<file path="src/rtl/core/rht_pkg.sv">
// ----------------------------------------------------------------------------
// rht_pkg
// Shared constants, types and the containment function of the hit tester.
// ----------------------------------------------------------------------------
package rht_pkg;

  localparam int REGIONS = 64;
  localparam int IDX_W   = (REGIONS > 1) ? $clog2(REGIONS) : 1;
  localparam logic [IDX_W-1:0] LAST_IDX = IDX_W'(REGIONS - 1);

  // Transaction opcodes
  localparam logic [1:0] OP_LOAD_RECT = 2'd0;
  localparam logic [1:0] OP_LOAD_CLIP = 2'd1;
  localparam logic [1:0] OP_POINTER   = 2'd2;
  localparam logic [1:0] OP_CLEAR     = 2'd3;

  typedef struct packed {
    logic        [14:0] h;
    logic        [14:0] w;
    logic signed [15:0] y;
    logic signed [15:0] x;
  } rect_t;

  typedef struct packed {
    rect_t              rect;
    logic signed [15:0] layer;
    logic        [7:0]  tag;
  } region_t;

  // Controller to datapath commands
  typedef struct packed {
    logic             wr_rect;
    logic             wr_clip;
    logic             clear;
    logic             capture;
    logic             rd_en;
    logic [IDX_W-1:0] rd_addr;
    logic             finish;
    logic             ack_load;
  } dp_cmd_t;

  // x <= px < x+w and y <= py < y+h, sums at 17 bits
  function automatic logic rect_contains(rect_t r, logic signed [15:0] px,
                                         logic signed [15:0] py);
    logic signed [16:0] x_lo;
    logic signed [16:0] y_lo;
    logic signed [16:0] x_hi;
    logic signed [16:0] y_hi;
    logic signed [16:0] px_e;
    logic signed [16:0] py_e;
    x_lo = {r.x[15], r.x};
    y_lo = {r.y[15], r.y};
    x_hi = x_lo + $signed({2'b00, r.w});
    y_hi = y_lo + $signed({2'b00, r.h});
    px_e = {px[15], px};
    py_e = {py[15], py};
    return (px_e >= x_lo) && (px_e < x_hi) && (py_e >= y_lo) && (py_e < y_hi);
  endfunction

endpackage

</file>
<file path="src/rtl/core/rht_ctrl.sv">
// ----------------------------------------------------------------------------
// rht_ctrl
// Sequencer: decodes transactions, walks the table scan, triggers the result.
// ----------------------------------------------------------------------------
module rht_ctrl import rht_pkg::*; (
  input  logic       clk,
  input  logic       rst_n,
  input  logic       start,
  input  logic [1:0] in_op,
  output logic       busy,
  output dp_cmd_t    cmd
);

  localparam logic [1:0] ST_IDLE  = 2'd0;
  localparam logic [1:0] ST_SCAN  = 2'd1;
  localparam logic [1:0] ST_DRAIN = 2'd2;
  localparam logic [1:0] ST_DONE  = 2'd3;

  logic [1:0]       state_r, state_nxt;
  logic [IDX_W-1:0] cnt_r, cnt_nxt;
  logic             drain_r, drain_nxt;

  always_comb begin
    state_nxt = state_r;
    cnt_nxt   = cnt_r;
    drain_nxt = drain_r;
    cmd       = '0;
    case (state_r)
      ST_IDLE: begin
        if (start) begin
          case (in_op)
            OP_LOAD_RECT: begin
              cmd.wr_rect  = 1'b1;
              cmd.ack_load = 1'b1;
            end
            OP_LOAD_CLIP: begin
              cmd.wr_clip  = 1'b1;
              cmd.ack_load = 1'b1;
            end
            OP_CLEAR: begin
              cmd.clear    = 1'b1;
              cmd.ack_load = 1'b1;
            end
            OP_POINTER: begin
              cmd.capture = 1'b1;
              cnt_nxt     = '0;
              state_nxt   = ST_SCAN;
            end
            default: ;
          endcase
        end
      end
      ST_SCAN: begin
        cmd.rd_en   = 1'b1;
        cmd.rd_addr = cnt_r;
        if (cnt_r == LAST_IDX) begin
          drain_nxt = 1'b0;
          state_nxt = ST_DRAIN;
        end else begin
          cnt_nxt = cnt_r + IDX_W'(1);
        end
      end
      ST_DRAIN: begin
        // wait for the read and compare stages to empty
        drain_nxt = 1'b1;
        if (drain_r) begin
          state_nxt = ST_DONE;
        end
      end
      ST_DONE: begin
        cmd.finish = 1'b1;
        state_nxt  = ST_IDLE;
      end
      default: state_nxt = ST_IDLE;
    endcase
  end

  always_ff @(posedge clk) begin
    if (!rst_n) begin
      state_r <= ST_IDLE;
      cnt_r   <= '0;
      drain_r <= 1'b0;
    end else begin
      state_r <= state_nxt;
      cnt_r   <= cnt_nxt;
      drain_r <= drain_nxt;
    end
  end

  assign busy = (state_r != ST_IDLE);

endmodule

</file>
<file path="config.mk">
export PLATFORM = sky130hd
export DESIGN_NAME = rht_ctrl
export DESIGN_NICKNAME = d
export VERILOG_FILES = /design/src/rtl/core/rht_pkg.sv /design/src/rtl/core/rht_ctrl.sv
export SDC_FILE = /design/constraint.sdc
export NUM_CORES = 1
export LEC_CHECK = 0
export BUFFER_PORTS_ARGS = -buffer_cell sky130_fd_sc_hd__buf_2
export CORE_MARGIN = 2
export CORE_UTILIZATION = 45
export DETAILED_ROUTE_END_ITERATION = 10
export GPL_TIMING_DRIVEN = 1
export PLACE_DENSITY = 0.79
export SYNTH_ARGS = -nofsm -noshare
export SYNTH_HDL_FRONTEND = slang
export SYNTH_SLANG_ARGS = --single-unit
</file>
<file path="constraint.sdc">
create_clock -name clk -period 1.9 [get_ports clk]
set_input_delay 0.38 -clock clk [delete_from_list [all_inputs] [get_ports clk]]
set_output_delay 0.38 -clock clk [all_outputs]
set_load 0.005 [all_outputs]
</file>
==> impl_results.md, run 1 <==
- Antenna diodes: 0
- Crit. Startpoint: state_r[1]
- Internal power: 423 uW
- DR iter-0 viols: 13
- Clock buffer depth: 2
- Worst skew pair latency: 0.27 ns
- Drt total wl: 1400 microns
- Sequential Power Share: 0.339
- Vias: 628
- First-pass GRT wire length: 2340 microns
- Share of cells above drive strength 1: 0.327
- Status: complete, no violations
- FP Rows: 13
- Synth Warn #: 0
- Final Hold Violating Endpoints: 0
- CP max FO: 10
- CTS tree: done
- Hold Path Cell Cnt: 2
- NumNets Final: 112
- Arr. time, crit path: 1.39 ns
- Synthesized Nets: 88
- Synth cell types: 30
- Setup Slack @ Placement: 0.180 ns
- Reg2Reg Launch Point: state_r[0]
- Largest net degree at the start of global routing: 11
- Clock-pin slew on the worst setup and hold paths: 0.07 ns
- Syn_area_per_cell: 8.21 sq um
- Clock share of power: 0.227
- R2R depth: 6
- Slew @ Worst Pin: 0.425 ns
- Detailed Place HPWL: 1090 microns
- Port bufs: 18
- Vias per cell: 5.41
- Starting Density: 0.486
- # IOs: 19
- CP endpoint kind: output pin
- Post-synth top area share: 0.281
- Minimum clock period: 1.77 ns
- GRT Overall Usage: 0.176
- Area of the multi-input gates: 427 sq um
- WP buf/inv: 3
- Post-Synthesis Cells: 78
- #FFs+latches synth: 9
- Critical setup path kind: flip-flop to output pin
- CP required: 1.52 ns
- RSZ-0062 raised after global routing: no
- FF+latch area: 180 sq um
- Worst path cell trace: inv_1 -> ha_2 -> buf_4 -> and2_1 -> buf_2
- Sw Ratio: 0.373
- GP Congestion: 0.784
- Routed WL per cell: 12.1 microns
- Worst min path class: input pin to flip-flop
- # DRC: 0
- Comb pwr share: 0.434
- Sw power: 252 uW
- Power density over the cells: 852 mW/mm^2
- Number of clock sinks: 9
- Total grt overflow: 0
- Post-DRT Antenna Nets: 0
- Top cells by area, synth: dfxtp_1 (28%), ha_1 (9.8%), and2_1 (5.9%)
- Async set-reset flop share out of synthesis: 0
- H-tree depth: 1
- Max Freq: 565 MHz
- Commonest cells post-synth: dfxtp_1 (9), nand2_1 (9), inv_1 (8)
- Core Box Area: 0.00132 sq mm
- Post-synthesis sequential area ratio: 0.281
- Fin. max-slew vios: 0
- Die Footprint: 0.00174 sq mm
- Cell family with most CP delay: flip-flops
- Clock Skew: 0.0118 ns
- TritonCTS buffer count: 3
- Post-synth top area cell: dfxtp_1
- Pleak: 0.382 nW
- DIE HEIGHT: 41.7 microns
- Max-cap check violation count: 0
- Startpoint class of the critical path: flip-flop
- # fillers: 123
- Antenna violations before repair: 0
- Crit path largest cell delay: 0.37 ns
- DRT Pass-1 Iters: 4
- Headroom to the max-slew limit: 0.713
- Critical path endpoint: cmd[3]
- Setup Viol. Count Final: 0
- Setup TNS: 0 ns
- Mapped cell area: 641 sq um
- Critical-path top delay cell: dfxtp_1
- Root Driver: clkbuf_4
- Period utilisation layout: 0.932
- Die W: 41.7 microns
- P&R area growth vs syn: 23.6%
- Number of global-route vias before repair: 550
- Max IR drop VDD: 0.000498 V
- Reg-to-reg endpoint: cnt_r[5]
- Reg2reg setup slack: 0.27 ns
- Post-synth EDFFs: 0
- CP Depth: 5
- Final WS setup: 0.130 ns
- Ys flop type: dfxtp_1
cells by family (layout without fill, tap and decap cells):
kind of cell	after synthesis	in the layout	synth area share
flops	9	9	0.281
compound gates	20	20	0.252
xor+xnor	1	1	0.0137
buf+inv	10	33	0.0605
simple gates	32	32	0.279
mux	1	1	0.0156
fa+ha+maj	5	5	0.0977
final cells by class:
| type | instances | share of cell area |
|---|---|---|
| multi-input cells | 59 | 0.539 |
| clock buffers | 4 | 0.0332 |
| well taps | 15 | 0.0237 |
| flip-flops and latches | 9 | 0.227 |
| repair buffers | 20 | 0.133 |
| inverters | 9 | 0.0442 |
stage by stage:
| stage | cell area, sq um | cells | hold WS, ns | power, mW | utilization |
|---|---|---|---|---|---|
| global placement | 761 | 112 | 0.472 | 0.512 | 0.577 |
| global route | 792 | 116 | 0.431 | 0.726 | 0.601 |
| finish | 792 | 116 | 0.433 | 0.675 | 0.601 |
| floorplan | 641 | 78 | 0.455 | 0.428 | - |
| CTS | 787 | 116 | 0.432 | 0.669 | 0.597 |
| detailed placement | 761 | 112 | 0.486 | 0.515 | 0.577 |
per-layer routing:
metal,global-route usage,part of all wire,vias to the layer above
met1,0.193,0.43,289
met4,0.0645,0.0093,0
met2,0.291,0.50,20
met5,0,0,-
met3,0.0870,0.059,3
li1,-,-,316
timing repair:
item	4_1_cts	5_1_grt
setup endpoints to repair	0	6
endpoints found under the hold margin	0	0
resized for setup	0	2
hold buffers	0	0
buffers inserted	0	0
worst min path at each step:
stage              from       end  slack (ns)
6_report          rst_n   drain_r        0.43
5_1_grt           rst_n   drain_r        0.43
4_1_cts           rst_n   drain_r        0.43
3_5_place_dp   cnt_r[1]  cnt_r[1]        0.49
3_3_place_gp    drain_r   drain_r        0.47
2_1_floorplan   drain_r   drain_r        0.46
registers in the layout, summed over array words and instances, names as in the netlist:
name     count
drain_r      1
state_r      2
cnt_r        6
worst reg2reg max path, stage by stage (launching register included):
cell and delay, ns:
dfxtp_1 0.37, inv_1 0.08, ha_2 0.24, and2b_2 0.27
o221ai_2 0.11, or3_1 0.36, a21oi_1 0.15
power by group through the flow:
stage / sequential (mW) / combinational [mW] / clock [mW]
2_1_floorplan: 0.229 / 0.199 / 0
3_3_place_gp: 0.231 / 0.280 / 0
3_5_place_dp: 0.234 / 0.282 / 0
4_1_cts: 0.229 / 0.283 / 0.157
5_1_grt: 0.233 / 0.323 / 0.170
6_report: 0.229 / 0.293 / 0.153
cell usage in the layout (no fill, tap or decap), types with 2 or more instances in the layout:
master    instances
nor2_1            5
ha_2              2
nand3_1           2
o21a_1            2
inv_1             8
a21oi_1           2
a21boi_0          2
buf_2            18
or3_1             3
buf_4             2
clkbuf_4          3
ha_1              3
o21ai_0           7
nand2_1           9
dfxtp_1           9
and2_1            6
(Power assumes the default switching activity.)
==> run 2: changes to the inputs <==
Settings changed: GPL_TIMING_DRIVEN 1 to 0, SLEW_MARGIN set to 20.
==> run 2 against run 1 <==
Compared with the run above: flip-flop and latch count unchanged; worst hold slack worse by 0.0045 ns; critical path depth stayed put; core utilization down 0.95 points; total power decreased by 1.3%; routed wire length up 0.14%; first-iteration DRC count rose by 15%; global-route usage is 0.31 points lower; clock skew fell by 0.00062 ns; critical path type unchanged; critical endpoint unchanged.
==> impl_results.md, run 2 (synthesized netlist as in run 1, its figures left out) <==
- Status: complete, no violations
- Max Freq: 550 MHz (-2.7%)
- Setup TNS: 0 ns (unchanged)
- Worst min path class: input pin to flip-flop
- Max IR drop VDD: 0.000570 V (+14%)
- H-tree depth: 1 (unchanged)
- Final Hold Violating Endpoints: 0 (unchanged)
- # DRC: 0 (unchanged)
- Vias: 631 (+0.48%)
- Power density over the cells: 855 mW/mm^2 (+0.26%)
- Worst skew pair latency: 0.27 ns (about the same)
- DR iter-0 viols: 15 (+2)
- Final Cell Area: 779 sq um (-1.6%)
- Vias per cell: 5.49 (+1.4%)
- Pleak: 0.379 nW (-0.83%)
- Reg2Reg Launch Point: cnt_r[0]
- Finished Layout Cells: 115 (-0.86%)
- Headroom to the max-slew limit: 0.684 (-0.0291)
- # fillers: 130 (+5.7%)
- Clock-pin slew on the worst setup and hold paths: 0.07 ns (about the same)
- Post-CTS Repair Setup Buffers: 0 (unchanged)
- Max-cap check violation count: 0 (unchanged)
- Core Util, Final: 0.592 (-0.00950)
- DRT Pass-1 Iters: 4 (unchanged)
- Routed WL per cell: 12.2 microns (+1.0%)
- Clock buffer depth: 2 (unchanged)
- CP required: 1.52 ns (about the same)
- Period utilisation layout: 0.957 (+0.0258)
- Share of cells above drive strength 1: 0.310 (-0.0167)
- # IOs: 19 (unchanged)
- Setup Slack @ Placement: 0.194 ns (+0.0139 ns)
- CTS tree: done
- First-pass GRT wire length: 2330 microns (-0.60%)
- Detailed Place HPWL: 1070 microns (-2.4%)
- Total grt overflow: 0 (unchanged)
- FF+latch area: 180 sq um (unchanged)
- Largest regs: cnt_r x6, state_r x2, drain_r x1
- Startpoint class of the critical path: flip-flop
- Core Box Area: 0.00132 sq mm (unchanged)
- TritonCTS buffer count: 3 (unchanged)
- Arr. time, crit path: 1.44 ns (+0.05 ns)
- Reg2reg setup slack: 0.14 ns (-0.13 ns)
- Hold slack: 0.429 ns (-0.00451 ns)
- DIE HEIGHT: 41.7 microns (unchanged)
- Largest Register: cnt_r
- Critical setup path kind: flip-flop to output pin
- Max FFs per register: 6 (unchanged)
- RSZ-0062 raised after global routing: no
- Port bufs: 18 (unchanged)
- Hold path endpoint: cnt_r[2]
- Number of clock sinks: 9 (unchanged)
- CP max FO: 10 (unchanged)
- Die Footprint: 0.00174 sq mm (unchanged)
- Hold Path Cell Cnt: 2 (unchanged)
- NumNets Final: 111 (-0.89%)
- Minimum clock period: 1.82 ns (+0.0489 ns)
- HP Start: rst_n
- Tot Pwr: 666 uW (-1.3%)
- CP endpoint kind: output pin
- Cts hold-fix bufs: 0 (unchanged)
- Area of the multi-input gates: 424 sq um (-0.59%)
- Cells after DPL: 111 (-0.89%)
- Antenna diodes: 0 (unchanged)
- Commonest non-fill, non-tap cell in the layout: buf_2
- Post-DRT Antenna Nets: 0 (unchanged)
- GRT Overall Usage: 0.173 (-0.00313)
- Antenna violations before repair: 0 (unchanged)
- Drt total wl: 1400 microns (+0.14%)
- Setup Viol. Count Final: 0 (unchanged)
- Largest net degree at the start of global routing: 11 (unchanged)
- Commonest cells after routing, fill and taps aside: buf_2 (19), nand2_1 (9), dfxtp_1 (9), inv_1 (8), o21ai_0 (7)
- Root Driver: clkbuf_4
- P&R area growth vs syn: 21.7%
- Number of global-route vias before repair: 545 (-0.91%)
- R2R depth: 5 (-1)
- GP Congestion: 0.752 (-4.0%)
- Die W: 41.7 microns (unchanged)
- FP Rows: 13 (unchanged)
- Area after DPL: 749 sq um (-1.5%)
- Clock Skew: 0.0111 ns (-0.000620 ns)
- Final WS setup: 0.0808 ns (-0.0489 ns)
- Fin. max-slew vios: 0 (unchanged)
- Starting Density: 0.486 (unchanged)
- Slew @ Worst Pin: 0.469 ns (+0.0432 ns)
- Reg-to-reg endpoint: state_r[1]
run 2: changes by cell type in the layout (fill, tap and decap cells not counted):
| cell | delta |
|---|---|
| ha_1 | +1 |
| buf_2 | +1 |
| ha_2 | -1 |
| buf_4 | -2 |
run 2: what timing repair did:
item | CTS | global route
cloned | 0 | 0
setup endpoints to repair | 1 | 6
gates resized for setup | 1 | 2
pin swaps | 0 | 0
run 2: worst max-delay path by stage:
stage,from,to,slack (ns),cells past startpoint
after global placement,state_r[0],cnt_r[5],0.23,6
final,state_r[1],cmd[3],0.08,5
after floorplan,state_r[0],cnt_r[5],0.31,6
after detailed placement,state_r[0],cnt_r[5],0.19,6
after CTS,state_r[1],cmd[3],0.06,5
after global routing,state_r[1],cmd[3],0.003,5
run 2: layout make-up:
class / instances / share of cell area
Clock buffer: 4 / 0.0337
Inverter: 9 / 0.0449
Tap cell: 15 / 0.0241
Buffer: 1 / 0.00642
Timing Repair Buffer: 18 / 0.116
Multi-Input combinational cell: 59 / 0.544
Sequential cell: 9 / 0.231
run 2: routing by layer:
metal,GRT usage,vias to the layer above,share of wire
met5,0,-,0
met4,0.0516,0,0
met2,0.275,13,0.53
li1,-,316,-
met3,0.0783,0,0.046
met1,0.208,302,0.43
run 2: critical path, cell delays in order (launching register included):
cell,delay [ns]
dfxtp_1,0.37
inv_1,0.08
ha_1,0.25
buf_2,0.20
and2_1,0.17
buf_2,0.12
run 2: power breakdown:
part | switching [mW] | internal (mW)
Combinational | 0.161 | 0.125
Sequential | 0.0201 | 0.210
Clock | 0.0694 | 0.0810
Total | 0.251 | 0.416
==> run 3: changes to the inputs <==
Settings changed: BUFFER_PORTS_ARGS -buffer_cell sky130_fd_sc_hd__buf_2 to -buffer_cell sky130_fd_sc_hd__buf_4.
==> run 3 against run 2 <==
Compared with the run above: sequential power barely moved; non-clock buffer count is the same; final cell count is the same; total power is 2.1% higher; via count fell by 3.0%; routed wire length decreased by 6.0%; setup slack better by 0.046 ns; maximum frequency is 2.6% higher; core utilization up 3.5 points; clock power hardly changed; critical path depth is the same; clock skew down 0.010 ns; largest cell class unchanged; highest routed layer is now met4.
==> impl_results.md, run 3 (synthesized netlist as in run 1, its figures left out) <==
- Status: complete, no violations
- Antenna diodes: 0 (unchanged)
- FP Rows: 13 (unchanged)
- Largest regs: cnt_r x6, state_r x2, drain_r x1
- Max FFs per register: 6 (unchanged)
- Worst skew pair latency: 0.26 ns (about the same)
- Detailed Place HPWL: 1050 microns (-1.3%)
- RSZ-0062 raised after global routing: no
- Power density over the cells: 823 mW/mm^2 (-3.7%)
- Max IR drop VDD: 0.000429 V (-25%)
- Root Driver: clkbuf_4
- Headroom to the max-slew limit: 0.716 (+0.0313)
- Core Box Area: 0.00132 sq mm (unchanged)
- Arr. time, crit path: 1.39 ns (-0.05 ns)
- DRT Pass-1 Iters: 4 (unchanged)
- Max Freq: 564 MHz (+2.6%)
- Sw Ratio: 0.359 (-0.0175)
- Clock buffer depth: 2 (unchanged)
- Die W: 41.7 microns (unchanged)
- Cts hold-fix bufs: 0 (unchanged)
- Drt total wl: 1320 microns (-6.0%)
- DR iter-0 viols: 4 (-11)
- Antenna violations before repair: 0 (unchanged)
- Share of cells above drive strength 1: 0.320 (+0.0100)
- Post-DRT Antenna Nets: 0 (unchanged)
- Post_cts resized: 0 (-1)
- # IOs: 19 (unchanged)
- First-pass GRT wire length: 2370 microns (+2.1%)
- Sw power: 244 uW (-2.7%)
- Slew @ Worst Pin: 0.422 ns (-0.0464 ns)
- Largest Register: cnt_r
- Largest net degree at the start of global routing: 11 (unchanged)
- CP required: 1.52 ns (about the same)
- Internal power: 436 uW (+4.9%)
- GP Congestion: 0.753 (about the same)
- Critical setup path kind: flip-flop to output pin
- Comb pwr share: 0.442 (+0.013)
- NumNets Final: 111 (unchanged)
- Max-cap check violation count: 0 (unchanged)
- H-tree depth: 1 (unchanged)
- Number of clock sinks: 9 (unchanged)
- Commonest non-fill, non-tap cell in the layout: buf_4
- Commonest cells after routing, fill and taps aside: buf_4 (18), nand2_1 (9), inv_1 (8), dfxtp_1 (8), o21ai_0 (7)
- Starting Density: 0.486 (unchanged)
- Cells after DPL: 111 (unchanged)
- Final Hold Violating Endpoints: 0 (unchanged)
- GRT Overall Usage: 0.176 (+0.00344)
- Startpoint class of the critical path: flip-flop
- Fin. max-slew vios: 0 (unchanged)
- Vias per cell: 5.32 (-3.0%)
- Worst min path class: input pin to flip-flop
- Finished Layout Cells: 115 (unchanged)
- P&R area growth vs syn: 28.9%
- Minimum clock period: 1.77 ns (-0.0459 ns)
- Reg2Reg Launch Point: cnt_r[0]
- Period utilisation layout: 0.933 (-0.0242)
- Tot Pwr: 680 uW (+2.1%)
- DIE HEIGHT: 41.7 microns (unchanged)
- Clock share of power: 0.219 (-0.007)
- Total grt overflow: 0 (unchanged)
- Port bufs: 18 (unchanged)
- Setup TNS: 0 ns (unchanged)
- Sequential Power Share: 0.338 (-0.007)
- Vias: 612 (-3.0%)
- Setup Viol. Count Final: 0 (unchanged)
- TritonCTS buffer count: 3 (unchanged)
- CTS tree: done
- # DRC: 0 (unchanged)
- Crit. Startpoint: state_r[1]
- Die Footprint: 0.00174 sq mm (unchanged)
- Clock-pin slew on the worst setup and hold paths: 0.06 ns (about the same)
- Number of global-route vias before repair: 549 (+0.73%)
- Clock Skew: 0.00103 ns (-0.0101 ns)
- HP Start: rst_n
- Pleak: 0.383 nW (+1.1%)
- CP max FO: 10 (unchanged)
- CP endpoint kind: output pin
- Post-CTS Repair Setup Buffers: 0 (unchanged)
- Routed WL per cell: 11.5 microns (-6.0%)
==> run 3: cell type report <==
class	instances	area [sq um]
Buffer	1	5.00
Inverter	9	35.0
Fill cell	124	492
Sequential cell	9	181
Clock buffer	4	26.3
Timing Repair Buffer	18	135
Multi-Input combinational cell	59	424
Tap cell	15	18.8
==> run 3: power by group through the flow <==
stage / clock (mW) / sequential [mW] / combinational [mW]
floorplan: 0 / 0.229 / 0.199
global placement: 0 / 0.232 / 0.292
detailed placement: 0 / 0.234 / 0.297
CTS: 0.154 / 0.230 / 0.297
global route: 0.166 / 0.233 / 0.342
finish: 0.149 / 0.230 / 0.301
==> run 3: final timing paths <==
check	slack (ns)	cells after the start	to
worst max-delay path	0.13	5	cmd[3]
worst min-delay path	0.42	2	cnt_r[2]
worst max register to register	0.23	5	state_r[1]
worst min register to register	0.49	2	state_r[1]
==> run 3: layer usage <==
layer,wire (microns),vias to the layer above,track usage
li1,-,315,-
met1,579,282,0.226
met2,653,11,0.263
met3,63,4,0.0652
met4,21,0,0.0774
met5,0,-,0
==> run 3: worst max-delay path: stages, from the launching register on <==
cell and delay (ns):
dfxtp_2 0.35, inv_1 0.06, ha_1 0.24, buf_2 0.19
and2_1 0.16, buf_4 0.13
==> run 3: stage by stage <==
stage	hold WS, ns	setup WS [ns]	utilization	instance area, sq um
global placement	0.467	0.227	0.603	795
CTS	0.417	0.000744	0.623	821
global route	0.412	0.0294	0.627	826
detailed placement	0.496	0.173	0.603	795
finish	0.420	0.127	0.627	826
floorplan	0.455	0.310	-	641
